**src/sv/ptrf_pkg.sv**
```systemverilog
package ptrf_pkg;

   localparam int TIME_BITS      = 32;
   localparam int RPM_BITS       = 20;
   localparam int MUL_BITS       = 7;
   localparam int STRENGTH_BITS  = 4;
   localparam int TIMEOUT_BITS   = 24;
   localparam int COUNT_BITS     = 8;
   localparam int NUM_BITS       = 34;
   localparam int WSUM_BITS      = RPM_BITS + 4;
   localparam int CSR_INDEX_BITS = 2;
   localparam int CSR_DATA_BITS  = 24;

   localparam logic [RPM_BITS-1:0]      RPM_MAX        = '1;
   localparam logic [26:0]              RPM_Q4_SCALE   = 27'd96000000;
   localparam logic [RPM_BITS-1:0]      DECEL_FLOOR_Q4 = RPM_BITS'(160);
   localparam logic [STRENGTH_BITS-1:0] STRENGTH_FULL  = 4'd10;
   localparam logic [WSUM_BITS-1:0]     EMA_ROUND      = WSUM_BITS'(5);
   localparam logic [COUNT_BITS-1:0]    COUNT_MAX      = 8'd255;

   localparam logic [MUL_BITS-1:0]      PPR_RESET      = 7'd1;
   localparam logic [MUL_BITS-1:0]      RATIO_RESET    = 7'd10;
   localparam logic [STRENGTH_BITS-1:0] STRENGTH_RESET = 4'd3;
   localparam logic [TIMEOUT_BITS-1:0]  TIMEOUT_RESET  = 24'd500000;

   typedef enum logic {
      OP_PULSE = 1'b0,
      OP_EVAL  = 1'b1
   } op_type;

   typedef enum logic [CSR_INDEX_BITS-1:0] {
      CSR_PPR      = 2'd0,
      CSR_RATIO    = 2'd1,
      CSR_STRENGTH = 2'd2,
      CSR_TIMEOUT  = 2'd3
   } csr_index_type;

   typedef struct packed {
      op_type                op;
      logic [TIME_BITS-1:0]  time_us;
   } req_word_type;

   typedef struct packed {
      logic [RPM_BITS-1:0]   rpm_q4;
      logic                  updated;
      logic                  timed_out;
      logic                  saturated;
   } rsp_word_type;

endpackage

```
**src/sv/pulse_tachometer_rpm_filter.sv**
```systemverilog
// Channel   Direction  Handshake            Word
// req       in         req_valid/req_stall  req_word_type: op, time_us
// rsp       out        rsp_valid/rsp_stall  rsp_word_type: rpm_q4, updated, timed_out, saturated
// csr       in         csr_we               csr_index, csr_wdata
//
// A pulse passes through S_PULSE and S_FINISH before its result is registered.
// An evaluate with pulses to average uses one restoring divider that retires
// one quotient bit per cycle and one shift-add multiplier that retires one
// multiplier bit per cycle.
// Reset is synchronous and brings back the register defaults and zero speed.
// A new word is taken while the previous result waits in the output register.
module pulse_tachometer_rpm_filter #(
   parameter int SUM_BITS = 40
) (
   input  logic                                   clock,
   input  logic                                   reset,
   input  logic                                   req_valid,
   output logic                                   req_stall,
   input  ptrf_pkg::req_word_type                 req_data,
   output logic                                   rsp_valid,
   input  logic                                   rsp_stall,
   output ptrf_pkg::rsp_word_type                 rsp_data,
   input  logic                                   csr_we,
   input  logic [ptrf_pkg::CSR_INDEX_BITS-1:0]    csr_index,
   input  logic [ptrf_pkg::CSR_DATA_BITS-1:0]     csr_wdata
);
   import ptrf_pkg::*;

   localparam int QW  = (SUM_BITS > NUM_BITS) ? SUM_BITS : NUM_BITS;
   localparam int DVW = SUM_BITS + MUL_BITS;
   localparam int CW  = $clog2(QW + 1);

   typedef enum logic [3:0] {
      S_IDLE,
      S_PULSE,
      S_EVAL,
      S_DIV_AVG,
      S_MUL_DEN,
      S_MUL_NUM,
      S_DIV_RPM,
      S_SMOOTH,
      S_DIV_EMA,
      S_FINISH
   } state_type;

   state_type                 state_ff;
   logic [TIME_BITS-1:0]      time_ff;
   logic [TIME_BITS-1:0]      prev_ff;
   logic                      seen_ff;
   logic [SUM_BITS-1:0]       sum_ff;
   logic [COUNT_BITS-1:0]     cnt_ff;
   logic [RPM_BITS-1:0]       shown_ff;
   logic [RPM_BITS-1:0]       smooth_ff;
   logic [RPM_BITS-1:0]       fresh_ff;
   logic                      upd_ff;
   logic                      tmo_ff;
   logic                      sat_ff;
   logic [QW-1:0]             quo_ff;
   logic [DVW-1:0]            rem_ff;
   logic [DVW-1:0]            dvs_ff;
   logic [CW-1:0]             step_ff;
   logic [DVW-1:0]            mcand_ff;
   logic [MUL_BITS-1:0]       mplier_ff;
   logic [DVW-1:0]            acc_ff;
   logic [MUL_BITS-1:0]       ppr_ff;
   logic [MUL_BITS-1:0]       ratio_ff;
   logic [STRENGTH_BITS-1:0]  strength_ff;
   logic [TIMEOUT_BITS-1:0]   timeout_ff;
   logic                      rsp_valid_ff;
   rsp_word_type              rsp_data_ff;

   logic [DVW:0]              trial_in;
   logic [DVW:0]              diff_in;
   logic                      take_in;
   logic [DVW-1:0]            rem_in;
   logic [QW-1:0]             quo_in;
   logic [DVW-1:0]            acc_in;
   logic [TIME_BITS-1:0]      age_in;
   logic [SUM_BITS:0]         sum_in;
   logic                      late_in;
   logic [STRENGTH_BITS-1:0]  s_in;
   logic                      rapid_in;
   logic [WSUM_BITS-1:0]      wsum_in;
   logic                      last_in;

   // restoring divider, one quotient bit per cycle
   assign trial_in = {rem_ff, quo_ff[QW-1]};
   assign diff_in  = trial_in - {1'b0, dvs_ff};
   assign take_in  = !diff_in[DVW];
   assign rem_in   = take_in ? diff_in[DVW-1:0] : trial_in[DVW-1:0];
   assign quo_in   = {quo_ff[QW-2:0], take_in};

   // shift-add multiplier, one multiplier bit per cycle
   assign acc_in   = mplier_ff[0] ? acc_ff + mcand_ff : acc_ff;

   assign last_in  = (step_ff == CW'(1));
   assign age_in   = time_ff - prev_ff;
   assign sum_in   = {1'b0, sum_ff} + (SUM_BITS + 1)'(age_in);
   assign late_in  = !seen_ff || (age_in > TIME_BITS'(timeout_ff));
   assign s_in     = (strength_ff > STRENGTH_FULL) ? STRENGTH_FULL : strength_ff;
   assign rapid_in = (shown_ff > DECEL_FLOOR_Q4) &&
                     ((WSUM_BITS'(fresh_ff) * WSUM_BITS'(10)) <
                      (WSUM_BITS'(shown_ff) * WSUM_BITS'(7)));
   assign wsum_in  = WSUM_BITS'(smooth_ff) * WSUM_BITS'(s_in) +
                     WSUM_BITS'(fresh_ff) * WSUM_BITS'(STRENGTH_FULL - s_in) + EMA_ROUND;

   assign req_stall = (state_ff != S_IDLE);
   assign rsp_valid = rsp_valid_ff;
   assign rsp_data  = rsp_data_ff;

   always_ff @(posedge clock) begin
      if (reset) begin
         state_ff     <= S_IDLE;
         prev_ff      <= '0;
         seen_ff      <= 1'b0;
         sum_ff       <= '0;
         cnt_ff       <= '0;
         shown_ff     <= '0;
         smooth_ff    <= '0;
         rsp_valid_ff <= 1'b0;
         ppr_ff       <= PPR_RESET;
         ratio_ff     <= RATIO_RESET;
         strength_ff  <= STRENGTH_RESET;
         timeout_ff   <= TIMEOUT_RESET;
      end else begin
         if (csr_we) begin
            case (csr_index)
               CSR_PPR:      ppr_ff      <= csr_wdata[MUL_BITS-1:0];
               CSR_RATIO:    ratio_ff    <= csr_wdata[MUL_BITS-1:0];
               CSR_STRENGTH: strength_ff <= csr_wdata[STRENGTH_BITS-1:0];
               CSR_TIMEOUT:  timeout_ff  <= csr_wdata[TIMEOUT_BITS-1:0];
               default: ;
            endcase
         end

         if (rsp_valid_ff && !rsp_stall && (state_ff != S_FINISH)) begin
            rsp_valid_ff <= 1'b0;
         end

         case (state_ff)
            S_IDLE: begin
               if (req_valid) begin
                  time_ff  <= req_data.time_us;
                  upd_ff   <= 1'b0;
                  tmo_ff   <= 1'b0;
                  sat_ff   <= 1'b0;
                  state_ff <= (req_data.op == OP_EVAL) ? S_EVAL : S_PULSE;
               end
            end
            S_PULSE: begin
               if (seen_ff) begin
                  sum_ff <= sum_in[SUM_BITS] ? {SUM_BITS{1'b1}} : sum_in[SUM_BITS-1:0];
                  if (cnt_ff != COUNT_MAX) begin
                     cnt_ff <= cnt_ff + COUNT_BITS'(1);
                  end
               end
               prev_ff  <= time_ff;
               seen_ff  <= 1'b1;
               state_ff <= S_FINISH;
            end
            S_EVAL: begin
               if (late_in) begin
                  shown_ff  <= '0;
                  smooth_ff <= '0;
                  sum_ff    <= '0;
                  cnt_ff    <= '0;
                  tmo_ff    <= 1'b1;
                  state_ff  <= S_FINISH;
               end else if (cnt_ff == '0) begin
                  state_ff  <= S_FINISH;
               end else begin
                  quo_ff    <= QW'(sum_ff) << (QW - SUM_BITS);
                  rem_ff    <= '0;
                  dvs_ff    <= DVW'(cnt_ff);
                  step_ff   <= CW'(SUM_BITS);
                  sum_ff    <= '0;
                  cnt_ff    <= '0;
                  state_ff  <= S_DIV_AVG;
               end
            end
            S_DIV_AVG: begin
               quo_ff  <= quo_in;
               rem_ff  <= rem_in;
               if (last_in) begin
                  if (quo_in == '0) begin
                     state_ff <= S_FINISH;
                  end else begin
                     mcand_ff  <= DVW'(quo_in[SUM_BITS-1:0]);
                     mplier_ff <= (ppr_ff == '0) ? MUL_BITS'(1) : ppr_ff;
                     acc_ff    <= '0;
                     step_ff   <= CW'(MUL_BITS);
                     state_ff  <= S_MUL_DEN;
                  end
               end else begin
                  step_ff <= step_ff - CW'(1);
               end
            end
            S_MUL_DEN: begin
               if (last_in) begin
                  dvs_ff    <= acc_in;
                  mcand_ff  <= DVW'(RPM_Q4_SCALE);
                  mplier_ff <= ratio_ff;
                  acc_ff    <= '0;
                  step_ff   <= CW'(MUL_BITS);
                  state_ff  <= S_MUL_NUM;
               end else begin
                  acc_ff    <= acc_in;
                  mcand_ff  <= mcand_ff << 1;
                  mplier_ff <= mplier_ff >> 1;
                  step_ff   <= step_ff - CW'(1);
               end
            end
            S_MUL_NUM: begin
               if (last_in) begin
                  quo_ff   <= QW'(acc_in[NUM_BITS-1:0]) << (QW - NUM_BITS);
                  rem_ff   <= '0;
                  step_ff  <= CW'(NUM_BITS);
                  state_ff <= S_DIV_RPM;
               end else begin
                  acc_ff    <= acc_in;
                  mcand_ff  <= mcand_ff << 1;
                  mplier_ff <= mplier_ff >> 1;
                  step_ff   <= step_ff - CW'(1);
               end
            end
            S_DIV_RPM: begin
               quo_ff  <= quo_in;
               rem_ff  <= rem_in;
               step_ff <= step_ff - CW'(1);
               if (last_in) begin
                  if (quo_in > QW'(RPM_MAX)) begin
                     fresh_ff <= RPM_MAX;
                     sat_ff   <= 1'b1;
                  end else begin
                     fresh_ff <= quo_in[RPM_BITS-1:0];
                  end
                  state_ff <= S_SMOOTH;
               end
            end
            S_SMOOTH: begin
               upd_ff <= 1'b1;
               if ((s_in != '0) && !rapid_in && (smooth_ff != '0)) begin
                  quo_ff   <= QW'(wsum_in) << (QW - WSUM_BITS);
                  rem_ff   <= '0;
                  dvs_ff   <= DVW'(STRENGTH_FULL);
                  step_ff  <= CW'(WSUM_BITS);
                  state_ff <= S_DIV_EMA;
               end else begin
                  shown_ff  <= fresh_ff;
                  smooth_ff <= fresh_ff;
                  state_ff  <= S_FINISH;
               end
            end
            S_DIV_EMA: begin
               quo_ff  <= quo_in;
               rem_ff  <= rem_in;
               step_ff <= step_ff - CW'(1);
               if (last_in) begin
                  shown_ff  <= quo_in[RPM_BITS-1:0];
                  smooth_ff <= quo_in[RPM_BITS-1:0];
                  state_ff  <= S_FINISH;
               end
            end
            S_FINISH: begin
               if (!rsp_valid_ff || !rsp_stall) begin
                  rsp_data_ff.rpm_q4    <= shown_ff;
                  rsp_data_ff.updated   <= upd_ff;
                  rsp_data_ff.timed_out <= tmo_ff;
                  rsp_data_ff.saturated <= sat_ff;
                  rsp_valid_ff          <= 1'b1;
                  state_ff              <= S_IDLE;
               end
            end
            default: begin
               state_ff <= S_IDLE;
            end
         endcase
      end
   end

endmodule

```
**config.mk**
```make
export PLATFORM = sky130hd
export DESIGN_NAME = pulse_tachometer_rpm_filter
export DESIGN_NICKNAME = d
export VERILOG_FILES = /design/src/sv/ptrf_pkg.sv /design/src/sv/pulse_tachometer_rpm_filter.sv
export SDC_FILE = /design/constraint.sdc
export NUM_CORES = 2
export LEC_CHECK = 0
export ABC_AREA = 1
export BUFFER_PORTS_ARGS = -buffer_cell sky130_fd_sc_hd__buf_2
export CORE_MARGIN = 2
export CORE_UTILIZATION = 65
export DETAILED_ROUTE_END_ITERATION = 6
export GPL_TIMING_DRIVEN = 0
export PLACE_DENSITY = 0.87
export SLEW_MARGIN = 10
export SYNTH_ARGS = -nofsm -noshare
export SYNTH_HDL_FRONTEND = slang
export SYNTH_SLANG_ARGS = --single-unit
```
**constraint.sdc**
```tcl
create_clock -name clock -period 11.65 [get_ports clock]
set_input_delay 1.7475 -clock clock [delete_from_list [all_inputs] [get_ports clock]]
set_output_delay 1.7475 -clock clock [all_outputs]
set_load 0.005 [all_outputs]
```
==> metrics.txt <==
status=finished with violations; failing checks=DRC; worst r2r src=strength_ff[2]$_SDFFE_PP0P_; Hold EP=prev_ff[17]$_SDFFE_PP0P_; slowest stage delay, CP=0.72 ns; clk_skew=0.0356 ns; ys async rst share=0; FP Rows=90; final WL=126000 microns; CTS tree=yes; WP data required=between 10 and 15 ns; Slew Limit Fails=0; Rel. slew slack=0.0603; Die ar.=62500 sq um; R2R cell count=24; CP endpoint kind=flop; clk slew on worst S/H paths=0.07 ns; Detailed Routing Iterations Pass 1=7; initial DRC count=4494; largest net degree at the start of global routing=53; routability cong.=1.09; Hold Vio Cnt, Final=0; leakage power=about 19 nW; max cap viols=0; FF-to-FF End=quo_ff[36]$_DFFE_PP_; CP max-delay cell=a21oi_1; clk sinks=467; Synth area leader=edfxtp_1; Hold Path Cell Cnt=2; CTS HTree Levels=2; CP arrival=9.71 ns; CP max FO=10; Place WS=2.84 ns; top cells by area, synth=edfxtp_1, ha_1, nand2_1; Layout Nets=slightly below 6000; mean post-synth cell area=7.72 sq um; post_cts resized=0; DP Area=41000 sq um; final setup margin=2.31 ns; Post-CTS Setup Inserts=0; kind of critical path=reg2reg; first-pass GRT wire length=around 200000 microns; area of the multi-input gates=roughly 23000 sq um; Filler cells=4901; DRC viols=1; EDFF count, synth=319; hold path startpoint=prev_ff[17]$_SDFFE_PP0P_; Reg2Reg Setup Slack=2.31 ns; fmax=107 MHz; Core Region=60100 sq um; cell count after synthesis=5098; Synth Net Count=5655; Vias/cell=between 6 and 7; Ant. Diodes=0; register area=between 10000 and 15000 sq um; number of synthesized register bits=approximately 470; gr usage total=0.400; critical path cell sequence=inv_1 -> nand2_1 -> a21oi_1 -> clkinv_1 -> clkbuf_1 -> ha_1 -> nand2_1 -> clkbuf_1 -> nor2_1 -> fa_1 -> inv_1 -> fa_1 -> fa_1 -> inv_1 -> fa_1 -> ha_1 -> ha_1 -> a21oi_1 -> o21ai_0 -> a221oi_1 -> nand3_1 -> o21ai_0 -> o21ai_0 -> nand3b_1; PD cells=265 nW/um^2; wire per inst=20.7 microns; Clock Tree Buf Depth=3; Hold Path Class=reg2reg; Startpoint Class=flop; Hold-fix buffers, CTS=0; RSZ-0062 raised after global routing=no; final setup vio count=0; grt ovf=0; commonest cells after routing, fill and taps aside=nand2_1, inv_1, nor2_1, a21oi_1, o21ai_0; yosys warns=0; via count=37100; Cell variety after synth=61; period utilization=0.802; IO Port Bufs=87; synthesis-to-layout area growth=8.59%; Ports=89; Peak VDD IR=232 uV; PnR Total Power=approximately 11 mW; Skew-Pair Late Insertion Delay=between 0.6 and 0.7 ns; min Tclk post-route=9.34 ns; chip height=250 microns; vias in the first global route=35900; clk root buf=clkbuf_16; Synth Flop Type=edfxtp_1; Starting Density=0.654; post-synth top area share=0.243; Die Wd=250 microns; Seq/Total Area, Yosys=0.319; worst-margin pin slew=roughly 1.4 ns; commonest non-fill, non-tap cell in the layout=nand2_1; initial antenna violation count=3; CTS Buf Count=52; layout cells sized above 1=0.0725; hpwl dp=99300 microns; Top cell by count, worst path=fa_1; ANT nets after route=0; Cell Area, Synth=39300 sq um; post-route cell area=42700 sq um
==> worst max path at each step <==
stage,slack [ns],start,end,depth (start not counted)
floorplan,1.02,smooth_ff[5]$_SDFFE_PP0P_,quo_ff[0]$_DFFE_PP_,24
global placement,-3.16,smooth_ff[5]$_SDFFE_PP0P_,rem_ff[34]$_SDFFCE_PP0P_,24
finish,2.31,strength_ff[2]$_SDFFE_PP0P_,quo_ff[36]$_DFFE_PP_,24
CTS,2.79,strength_ff[2]$_SDFFE_PP0P_,quo_ff[36]$_DFFE_PP_,24
global route,2.10,strength_ff[2]$_SDFFE_PP0P_,quo_ff[39]$_DFFE_PP_,30
detailed placement,2.84,strength_ff[2]$_SDFFE_PP0P_,quo_ff[36]$_DFFE_PP_,24
==> cell families (layout without fill, tap and decap cells) <==
kind of cell / count (synthesis) / in the layout / synth area share
flops: 467 / 467 / 0.319
simple gates: 2010 / 2010 / 0.217
compound gates: 1054 / 1054 / 0.153
mux: 2 / 2 / 0.000509
xor+xnor: 155 / 155 / 0.0345
fa+ha+maj: 493 / 493 / 0.187
buf+inv: 917 / 1116 / 0.0899
==> sequential cells by signal, summed over array words and instances (netlist names), 4 cells and up <==
| name | count |
|---|---|
| acc_ff | 47 |
| dvs_ff | 47 |
| mcand_ff | 47 |
| rem_ff | 47 |
| quo_ff | 40 |
| sum_ff | 40 |
| prev_ff | 32 |
| time_ff | 32 |
| timeout_ff | 24 |
| rsp_data | 23 |
| fresh_ff | 20 |
| smooth_ff | 20 |
| cnt_ff | 8 |
| mplier_ff | 7 |
| ppr_ff | 7 |
| ratio_ff | 7 |
| step_ff | 6 |
| state_ff | 4 |
| strength_ff | 4 |
==> cell type report <==
cell class                 instances  area share
timing repair buffer             102      0.0147
buffer                           126      0.0133
clock buffer                      69      0.0341
clock inverter                    28     0.00635
sequential                       467       0.294
multi-input combinational       3714       0.546
tap                              782      0.0229
inverter                         791      0.0696
==> per-stage QoR <==
step,hold WS [ns],setup TNS (ns),util,cells
after floorplan,0.400,0,-,5098
after global placement,0.445,-273.89,0.678,5967
after detailed placement,0.449,0,0.682,5982
after CTS,0.459,0,0.711,6079
after global routing,0.473,0,0.711,6079
final,0.459,0,0.711,6079
==> per-layer routing <==
layer  global-route usage  vias up  share of wire
li1                     -    17200              -
met1                0.518    17200           0.39
met2                0.620     2194           0.43
met3               0.0897      472           0.11
met4                0.233        2          0.065
met5                    0        -        0.00012
==> Yosys cell counts, drive strengths merged (6+ instances only) <==
master and number:
nand2 1039, inv 786, nor2 580, a21oi 462, o21ai 362, ha 335
edfxtp 319, nand3 201, fa 158, dfxtp 148, clkbuf 95, xor2 82
xnor2 73, nand4 65, nor3 51, buf 31, a21o 29, a31oi 27
nor4 26, o211ai 26, o22ai 26, or2 26, o21a 22, o21bai 17
o2111ai 15, a21boi 12, nand3b 12, o221ai 12, a221oi 10, a22oi 9
a211oi 7, and3 7, a32o 6
==> critical path, delay by kind of cell, from the launching register on <==
kind	cells	cell delay, ns
AND/OR/NAND/NOR	5	1.17
buffers and inverters	6	1.99
flip-flops	1	0.30
adder cells (fa/ha/maj)	7	3.15
AO/OA/AOI/OAI	6	2.43
==> power by group <==
part / internal [mW] / switching (mW)
combinational: 2.45 / 4.75
sequential: 2.14 / 0.316
clock: 0.923 / 0.774
Note: power is estimated with default switching activity, not from simulation.
